`src/hdl/jsu_pkg.sv`:
```
// Package for the JSON string unescaper: item types, decoder modes and codes.
// Used by jsu_decode, jsu_outq and the json_string_unescape_utf8 top level.
package jsu_pkg;

    localparam int unsigned MAX_RESULTS = 4;
    localparam int unsigned CNT_W       = 3;

    localparam logic [1:0] KIND_BYTE  = 2'd0;
    localparam logic [1:0] KIND_CLOSE = 2'd1;
    localparam logic [1:0] KIND_ERR   = 2'd2;

    localparam logic [2:0] ERR_NO_QUOTE  = 3'd0;
    localparam logic [2:0] ERR_CONTROL   = 3'd1;
    localparam logic [2:0] ERR_ESCAPE    = 3'd2;
    localparam logic [2:0] ERR_HEX       = 3'd3;
    localparam logic [2:0] ERR_SURROGATE = 3'd4;
    localparam logic [2:0] ERR_UNCLOSED  = 3'd5;

    localparam logic [7:0] CH_QUOTE  = 8'h22;
    localparam logic [7:0] CH_BSLASH = 8'h5c;
    localparam logic [7:0] CH_SLASH  = 8'h2f;
    localparam logic [7:0] CH_B      = 8'h62;
    localparam logic [7:0] CH_F      = 8'h66;
    localparam logic [7:0] CH_N      = 8'h6e;
    localparam logic [7:0] CH_R      = 8'h72;
    localparam logic [7:0] CH_T      = 8'h74;
    localparam logic [7:0] CH_U      = 8'h75;
    localparam logic [7:0] CH_SPACE  = 8'h20;

    // Top six bits of a high and of a low surrogate code unit.
    localparam logic [5:0] SURR_HIGH_TAG = 6'b110110;
    localparam logic [5:0] SURR_LOW_TAG  = 6'b110111;

    typedef enum logic [3:0] {
        MODE_IDLE    = 4'd0,
        MODE_STR     = 4'd1,
        MODE_ESC     = 4'd2,
        MODE_HEX1    = 4'd3,
        MODE_WANT_BS = 4'd4,
        MODE_WANT_U  = 4'd5,
        MODE_HEX2    = 4'd6
    } t_mode;

    typedef struct packed {
        logic [7:0] in_byte;
        logic       text_end;
    } t_in_item;

    typedef struct packed {
        logic [1:0] out_kind;
        logic [7:0] out_byte;
        logic [2:0] err_code;
        logic       run_last;
    } t_out_item;

    // All results caused by one input item, lowest index first.
    typedef struct packed {
        logic [CNT_W-1:0]                count;
        t_out_item [MAX_RESULTS-1:0]     items;
    } t_dec_res;

endpackage

```
`src/hdl/json_string_unescape_utf8.sv`:
```
// Top level of the JSON string unescaper to UTF-8 bytes.
// Depends on jsu_pkg, jsu_decode and jsu_outq.
//
//   Channel | Valid        | Stall        | Payload
//   --------+--------------+--------------+--------------------------
//   input   | i_in_valid   | o_in_stall   | i_in_data  (t_in_item)
//   output  | o_out_valid  | i_out_stall  | o_out_data (t_out_item)
//
// One byte is taken per cycle while o_in_stall is low; its results appear in
// the result register on the next cycle, one per cycle while i_out_stall is low.
// The register holds one byte's results, so input stalls until the last goes.
// i_rst_n is synchronous; after it the decoder awaits an opening quote.
// While the output stalls, input is taken only once the register will be empty.
module json_string_unescape_utf8
    import jsu_pkg::*;
(
    input  logic      i_clk,
    input  logic      i_rst_n,
    input  logic      i_in_valid,
    output logic      o_in_stall,
    input  t_in_item  i_in_data,
    output logic      o_out_valid,
    input  logic      i_out_stall,
    output t_out_item o_out_data
);

    logic     in_xfer;
    logic     out_xfer;
    logic     q_valid;
    logic     q_last_going;
    t_dec_res dec_res;

    assign out_xfer   = q_valid && !i_out_stall;
    assign o_in_stall = q_valid && !q_last_going;
    assign in_xfer    = i_in_valid && !o_in_stall;

    jsu_decode u_decode (
        .i_clk   (i_clk),
        .i_rst_n (i_rst_n),
        .i_take  (in_xfer),
        .i_item  (i_in_data),
        .o_res   (dec_res)
    );

    jsu_outq u_outq (
        .i_clk        (i_clk),
        .i_rst_n      (i_rst_n),
        .i_load       (in_xfer),
        .i_res        (dec_res),
        .i_take       (out_xfer),
        .o_valid      (q_valid),
        .o_last_going (q_last_going),
        .o_item       (o_out_data)
    );

    assign o_out_valid = q_valid;

endmodule

```
`src/hdl/jsu_decode.sv`:
```
// Decoder state and the combinational step that turns one text byte into results.
// Depends on jsu_pkg.
module jsu_decode
    import jsu_pkg::*;
(
    input  logic     i_clk,
    input  logic     i_rst_n,
    input  logic     i_take,
    input  t_in_item i_item,
    output t_dec_res o_res
);

    t_mode       r_mode, n_mode;
    logic [1:0]  r_hex, n_hex;
    logic [15:0] r_acc, n_acc;
    logic [9:0]  r_held, n_held;

    logic [4:0]  hex_d;
    logic        hex_ok;
    logic [15:0] acc_new;
    logic [4:0]  plane;
    logic        do_fail;
    logic [2:0]  fail_code;
    logic        emit16;
    logic        emit21;
    t_dec_res    res;

    function automatic logic [4:0] hex_value(input logic [7:0] c);
        logic [4:0] v;
        case (c) inside
            [8'h30:8'h39]: v = {1'b1, c[3:0]};
            [8'h41:8'h46], [8'h61:8'h66]: v = {1'b1, c[3:0] + 4'd9};
            default: v = 5'd0;
        endcase
        return v;
    endfunction

    assign hex_d   = hex_value(i_item.in_byte);
    assign hex_ok  = hex_d[4] && !i_item.text_end;
    assign acc_new = {r_acc[11:0], hex_d[3:0]};
    // Plane bits of the paired code point: held high bits plus 0x10000.
    assign plane   = {1'b0, r_held[9:6]} + 5'd1;

    always_comb begin
        n_mode    = r_mode;
        n_hex     = r_hex;
        n_acc     = r_acc;
        n_held    = r_held;
        res       = '0;
        do_fail   = 1'b0;
        fail_code = ERR_NO_QUOTE;
        emit16    = 1'b0;
        emit21    = 1'b0;

        case (r_mode)
            MODE_STR: begin
                if (i_item.text_end) begin
                    do_fail   = 1'b1;
                    fail_code = ERR_UNCLOSED;
                end else if (i_item.in_byte == CH_QUOTE) begin
                    res.count             = 3'd1;
                    res.items[0].out_kind = KIND_CLOSE;
                    n_mode                = MODE_IDLE;
                end else if (i_item.in_byte == CH_BSLASH) begin
                    n_mode = MODE_ESC;
                end else if (i_item.in_byte < CH_SPACE) begin
                    do_fail   = 1'b1;
                    fail_code = ERR_CONTROL;
                end else begin
                    res.count             = 3'd1;
                    res.items[0].out_byte = i_item.in_byte;
                end
            end
            MODE_ESC: begin
                if (i_item.text_end) begin
                    do_fail   = 1'b1;
                    fail_code = ERR_UNCLOSED;
                end else begin
                    n_mode    = MODE_STR;
                    res.count = 3'd1;
                    case (i_item.in_byte)
                        CH_QUOTE, CH_BSLASH, CH_SLASH: res.items[0].out_byte = i_item.in_byte;
                        CH_B: res.items[0].out_byte = 8'h08;
                        CH_F: res.items[0].out_byte = 8'h0c;
                        CH_N: res.items[0].out_byte = 8'h0a;
                        CH_R: res.items[0].out_byte = 8'h0d;
                        CH_T: res.items[0].out_byte = 8'h09;
                        CH_U: begin
                            res.count = 3'd0;
                            n_mode    = MODE_HEX1;
                            n_hex     = 2'd0;
                            n_acc     = 16'd0;
                        end
                        default: begin
                            do_fail   = 1'b1;
                            fail_code = ERR_ESCAPE;
                        end
                    endcase
                end
            end
            MODE_HEX1, MODE_HEX2: begin
                if (!hex_ok) begin
                    do_fail   = 1'b1;
                    fail_code = (r_mode == MODE_HEX1) ? ERR_HEX : ERR_SURROGATE;
                end else if (r_hex != 2'd3) begin
                    n_hex = r_hex + 2'd1;
                    n_acc = acc_new;
                end else begin
                    n_hex = 2'd0;
                    n_acc = 16'd0;
                    if (r_mode == MODE_HEX1) begin
                        if (acc_new[15:10] == SURR_HIGH_TAG) begin
                            n_held = acc_new[9:0];
                            n_mode = MODE_WANT_BS;
                        end else begin
                            emit16 = 1'b1;
                            n_mode = MODE_STR;
                        end
                    end else if (acc_new[15:10] == SURR_LOW_TAG) begin
                        emit21 = 1'b1;
                        n_held = 10'd0;
                        n_mode = MODE_STR;
                    end else begin
                        do_fail   = 1'b1;
                        fail_code = ERR_SURROGATE;
                    end
                end
            end
            MODE_WANT_BS: begin
                if (!i_item.text_end && i_item.in_byte == CH_BSLASH) begin
                    n_mode = MODE_WANT_U;
                end else begin
                    do_fail   = 1'b1;
                    fail_code = ERR_SURROGATE;
                end
            end
            MODE_WANT_U: begin
                if (!i_item.text_end && i_item.in_byte == CH_U) begin
                    n_mode = MODE_HEX2;
                    n_hex  = 2'd0;
                    n_acc  = 16'd0;
                end else begin
                    do_fail   = 1'b1;
                    fail_code = ERR_SURROGATE;
                end
            end
            default: begin
                if (!i_item.text_end && i_item.in_byte == CH_QUOTE) begin
                    n_mode = MODE_STR;
                    n_hex  = 2'd0;
                    n_acc  = 16'd0;
                    n_held = 10'd0;
                end else begin
                    do_fail   = 1'b1;
                    fail_code = ERR_NO_QUOTE;
                end
            end
        endcase

        if (emit16) begin
            if (acc_new[15:7] == 9'd0) begin
                res.count             = 3'd1;
                res.items[0].out_byte = {1'b0, acc_new[6:0]};
            end else if (acc_new[15:11] == 5'd0) begin
                res.count             = 3'd2;
                res.items[0].out_byte = {3'b110, acc_new[10:6]};
                res.items[1].out_byte = {2'b10, acc_new[5:0]};
            end else begin
                res.count             = 3'd3;
                res.items[0].out_byte = {4'b1110, acc_new[15:12]};
                res.items[1].out_byte = {2'b10, acc_new[11:6]};
                res.items[2].out_byte = {2'b10, acc_new[5:0]};
            end
        end

        if (emit21) begin
            res.count             = 3'd4;
            res.items[0].out_byte = {5'b11110, plane[4:2]};
            res.items[1].out_byte = {2'b10, plane[1:0], r_held[5:2]};
            res.items[2].out_byte = {2'b10, r_held[1:0], acc_new[9:6]};
            res.items[3].out_byte = {2'b10, acc_new[5:0]};
        end

        if (do_fail) begin
            res                   = '0;
            res.count             = 3'd1;
            res.items[0].out_kind = KIND_ERR;
            res.items[0].err_code = fail_code;
            n_mode                = MODE_IDLE;
            n_hex                 = 2'd0;
            n_acc                 = 16'd0;
            n_held                = 10'd0;
        end

        for (int k = 0; k < MAX_RESULTS; k++) begin
            res.items[k].run_last = (res.count == CNT_W'(k + 1));
        end
    end

    assign o_res = res;

    always_ff @(posedge i_clk) begin
        if (!i_rst_n) begin
            r_mode <= MODE_IDLE;
            r_hex  <= 2'd0;
            r_acc  <= 16'd0;
            r_held <= 10'd0;
        end else if (i_take) begin
            r_mode <= n_mode;
            r_hex  <= n_hex;
            r_acc  <= n_acc;
            r_held <= n_held;
        end
    end

    // Digits are only counted while a hex escape is being read.
    a_hex_in_escape: assert property (@(posedge i_clk) disable iff (!i_rst_n)
        (r_hex != 2'd0) |-> (r_mode == MODE_HEX1 || r_mode == MODE_HEX2))
        else $error("hex digit count outside a hex escape");

    // A held high surrogate only survives while its pair is awaited.
    a_held_in_pair: assert property (@(posedge i_clk) disable iff (!i_rst_n)
        (r_held != 10'd0) |->
            (r_mode == MODE_WANT_BS || r_mode == MODE_WANT_U || r_mode == MODE_HEX2))
        else $error("high surrogate bits held outside a pair");

    // A four-byte sequence comes only from the second escape of a pair.
    a_four_from_pair: assert property (@(posedge i_clk) disable iff (!i_rst_n)
        (i_take && res.count == 3'd4) |-> (r_mode == MODE_HEX2 && r_hex == 2'd3))
        else $error("four results outside a surrogate pair");

endmodule

```
`src/hdl/jsu_outq.sv`:
```
// Result register: holds the results of one input item and hands them out in order.
// Depends on jsu_pkg.
module jsu_outq
    import jsu_pkg::*;
(
    input  logic      i_clk,
    input  logic      i_rst_n,
    input  logic      i_load,
    input  t_dec_res  i_res,
    input  logic      i_take,
    output logic      o_valid,
    output logic      o_last_going,
    output t_out_item o_item
);

    logic [CNT_W-1:0]            r_cnt, n_cnt;
    t_out_item [MAX_RESULTS-1:0] r_items, n_items;

    assign o_valid      = (r_cnt != '0);
    assign o_item       = r_items[0];
    // The buffer empties in this cycle when its only result is transferred.
    assign o_last_going = (r_cnt == CNT_W'(1)) && i_take;

    always_comb begin
        n_cnt   = r_cnt;
        n_items = r_items;
        if (i_load) begin
            n_cnt   = i_res.count;
            n_items = i_res.items;
        end else if (i_take) begin
            n_cnt = r_cnt - CNT_W'(1);
            for (int k = 0; k < MAX_RESULTS - 1; k++) begin
                n_items[k] = r_items[k + 1];
            end
        end
    end

    always_ff @(posedge i_clk) begin
        if (!i_rst_n) begin
            r_cnt <= '0;
        end else begin
            r_cnt <= n_cnt;
        end
    end

    always_ff @(posedge i_clk) begin
        r_items <= n_items;
    end

    a_cnt_range: assert property (@(posedge i_clk) disable iff (!i_rst_n)
        r_cnt <= CNT_W'(MAX_RESULTS))
        else $error("result count above the item limit");

    a_last_marked: assert property (@(posedge i_clk) disable iff (!i_rst_n)
        (r_cnt == CNT_W'(1)) |-> r_items[0].run_last)
        else $error("final result of an item lacks the last mark");

    a_not_last_early: assert property (@(posedge i_clk) disable iff (!i_rst_n)
        (r_cnt > CNT_W'(1)) |-> !r_items[0].run_last)
        else $error("last mark on a result with more to follow");

endmodule
```
`config.mk`:
```
export PLATFORM = sky130hd
export DESIGN_NAME = json_string_unescape_utf8
export DESIGN_NICKNAME = d
export VERILOG_FILES = /design/src/hdl/jsu_pkg.sv /design/src/hdl/json_string_unescape_utf8.sv /design/src/hdl/jsu_decode.sv /design/src/hdl/jsu_outq.sv
export SDC_FILE = /design/constraint.sdc
export NUM_CORES = 1
export LEC_CHECK = 0
export ABC_AREA = 0
export BUFFER_PORTS_ARGS = -buffer_cell sky130_fd_sc_hd__buf_2
export CORE_MARGIN = 3
export CORE_UTILIZATION = 62
export CTS_CLUSTER_DIAMETER = 60
export CTS_CLUSTER_SIZE = 24
export DETAILED_ROUTE_END_ITERATION = 8
export GPL_ROUTABILITY_DRIVEN = 0
export PLACE_DENSITY = 0.81
export SYNTH_ARGS = -nofsm -noshare
export SYNTH_HDL_FRONTEND = slang
export SYNTH_SLANG_ARGS = --single-unit
```
`constraint.sdc`:
```
create_clock -name i_clk -period 6.1 [get_ports i_clk]
set_input_delay 0.61 -clock i_clk [delete_from_list [all_inputs] [get_ports i_clk]]
set_output_delay 0.61 -clock i_clk [all_outputs]
set_load 0.02 [all_outputs]
```
==> impl_metrics.csv <==
group,metric,value,unit
status,outcome,"completed",
global_route,antenna_found_initial,0,
layout,n_antenna_cell,0,
cts,cts_tree,"built",
critical_path,arrival,3.53,ns
route,first_pass_iters,6,
timing,finalMaxSlewViolations,0,
synth,synth-edff-count,38,
route,initialDrtViolationCount,639,
route,antenna_left,0,
timing,timing.hold.ws,0.463,ns
synth,ys_warn_count,0,
synth,synth_top_family_by_area,"compound AO/OA/AOI/OAI gates",
cts,cts_setup_buffers,0,
cts,cts_root_buf,"clkbuf_8",
critical_path,cpPeakStageDelay,0.77,ns
layout,areaGrowthSynthToFinish,5.71,%
cts,cts_sinks,68,
synth,yosysTopAreaCell,"edfxtp_1",
pwr,ir_drop,204,uV
layout,fillers,555,
timing,rsz0062_at_grt,"false",
cts,h-tree-depth,3,
synth,seq_area_frac_synth,0.386,
critical_path,path_cells,"buf_2 -> inv_1 -> ha_1 -> or4b_1 -> nor3_2 -> nand2_1 -> a32oi_2 -> and3_1 -> and3_1",
timing,hold_viol_final,0,
synth,postSynthCellCount,512,
pwr,p_per_area,378,mW/mm^2
cts,cts_buffers,9,
critical_path,cp_top_family,"simple AND/OR/NAND/NOR gates",
cts,cts_max_path_buffers,2,
global_route,grt-ovfl-total,0,
global_route,grt_max_degree,42,
layout,mostFrequentLayoutCell,"nand2_1",
critical_path,path_class,"input pin to flip-flop",
critical_path,cp_slowest_cell,"a32oi_2",
synth,synth_fa_ha_area_frac,0.0277,
timing,setup_violations,0,
timing,slew_headroom,0.309,
synth,synthXorXnorAreaFrac,0.00970,
route,post_drt_wl_per_cell,19.9,um
synth,yosys.area_share.simple,0.237,
cts,clock_latency,0.35,ns
floorplan,fp.coreArea,0.00694,mm^2
synth,ys_ff_latch,68,
cts,clkTransAtPathRegs,0.07,ns
layout,drive_gt1_frac,0.142,
floorplan,die_w,91.3,um
place,dp_hpwl,8.63,mm
global_route,grt_pass1_wl,18.9,mm
synth,synth_flop_cell,"edfxtp_1",
cts,cts_hold_buf,0,
floorplan,die_height,91.3,um
pwr,leakage,1.67,nW
layout,nets,532,
synth,synth_compound_area_frac,0.239,
critical_path,end_kind,"flip-flop",
synth,netlist-cell-type-count,85,
critical_path,cp-start-kind,"input pin",
synth,syn_area,0.00452,mm^2
global_route,track_usage,0.288,
synth,async_flop_share,0,
cts,postCtsResizedCells,0,
floorplan,num_io_pins,29,
critical_path,path_common_cell,"and3_1",
route,drc_errors,0,
synth,synth.area.top_cells,"edfxtp_1 (25%), dfxtp_1 (13%), nand2_1 (5.7%), mux2i_1 (3.1%), o21ai_0 (2.9%)",
timing,min_period_over_period,0.546,
synth,muxShareOfSynthArea,0.0310,
global_route,grt_pass1_vias,3696,
pwr,power,1.80,mW
floorplan,fp-row-count,30,
floorplan,die_area,0.00834,mm^2
synth,syn_nets,535,
synth,syn_avg_cell_area,8.82,um^2
route,via_count,4185,
timing,worst_pin_slew,1.04,ns
critical_path,cp.buffers_inverters,2,
route,wl,12.1,mm
timing,final.min_clock_period,3.33,ns
critical_path,worst-path-max-fanout,19,
timing,clock_skew,0.0145,ns
synth,yosysTopAreaCellShare,0.253,
place,portBuffers,28,
worst_hold_path,hp-class,"flip-flop to flip-flop",
flow_run,drv_cap,0,
timing,max_freq,300,MHz
route,vias_per_cell,6.86,
floorplan,start_util,0.650,
critical_path,cp_data_required_time,6.30,ns
layout,final_cell_mix,"nand2_1 (69), edfxtp_1 (38), nor2_1 (30), dfxtp_1 (30), buf_2 (28)",
timing,finalSetupTns,0,ns
-- Yosys cell counts, types with 4 or more instances --
cell type  instances
a22oi_1           10
nor2_1            30
buf_1              4
nand4_1            5
dfxtp_1           30
a21o_1             5
o211ai_1           4
a21oi_1           21
o31ai_1            5
nand2b_1           5
edfxtp_1          38
ha_1              10
clkbuf_1          20
nor3b_1            6
nand2_1           69
o22ai_1           11
o21ai_1            9
nor3_1             8
and3_1             7
nand3_1           21
buf_4             16
mux2i_1           14
and2_1             6
a211oi_1           6
buf_2              4
inv_1             17
or2_2              4
a31oi_1           12
nor2b_1            8
o21ai_0           26
-- per-stage QoR --
step	worst slack, ns	util	std cells	cell area [um^2]
after floorplan	3.31	-	512	4520
after global placement	2.65	0.656	594	4560
after detailed placement	2.53	0.656	594	4560
after CTS	2.90	0.687	610	4770
after global routing	2.66	0.687	610	4770
final	2.77	0.687	610	4770
-- final timing paths --
path                            depth (start not counted)                from  slack (ns)                 end
worst min-delay path                                    2  u_decode.r_held[2]        0.46  u_decode.r_held[2]
worst min register to register                          2  u_decode.r_held[2]        0.46  u_decode.r_held[2]
worst max register to register                          5  u_decode.r_mode[1]        2.91   u_decode.r_acc[1]
worst max-delay path                                    9        i_in_data[1]        2.77   u_outq.o_item[12]
-- worst reg2reg max path, delay by kind of cell (launching register included) --
family | cells | cell delay [ns]
AO/OA/AOI/OAI | 3 | 1.38
AND/OR/NAND/NOR | 2 | 0.92
flip-flops | 1 | 0.74
-- state kept, by name (all words and copies together), names as in the netlist --
name / cells
u_decode.r_hex: 2
u_decode.r_acc: 12
u_decode.r_held: 10
u_outq.o_item: 14
u_outq.r_items: 24
u_outq.r_cnt: 3
u_decode.r_mode: 3
-- layer usage --
| metal | vias up | GRT usage | share of wire |
|---|---|---|---|
| met5 | - | 0 | 0 |
| met4 | 0 | 0.0905 | 0.036 |
| met3 | 49 | 0.0837 | 0.12 |
| li1 | 1911 | - | - |
| met1 | 1918 | 0.386 | 0.39 |
| met2 | 307 | 0.450 | 0.45 |
-- cell families after synthesis --
group / after synthesis
compound gates: 150
xor+xnor: 5
fa+ha+maj: 10
buf+inv: 64
flops: 68
mux: 14
simple gates: 201
-- where the power goes --
| group | leakage, nW | total (mW) | switching (mW) | internal (mW) |
|---|---|---|---|---|
| registers | 0.621 | 0.738 | 0.0583 | 0.680 |
| clock network | 0.102 | 0.406 | 0.176 | 0.230 |
| logic | 0.945 | 0.658 | 0.450 | 0.209 |
-- area by class of cell --
cell class	instances	area, um^2	area share
clock inverters	6	88.8	0.0186
clock buffers	10	128	0.0267
inverters	19	71.3	0.0149
well taps	96	120	0.0252
flip-flops and latches	68	1740	0.365
repair buffers	31	163	0.0341
multi-input cells	380	2460	0.516
Note: power is estimated with default switching activity, not from simulation.
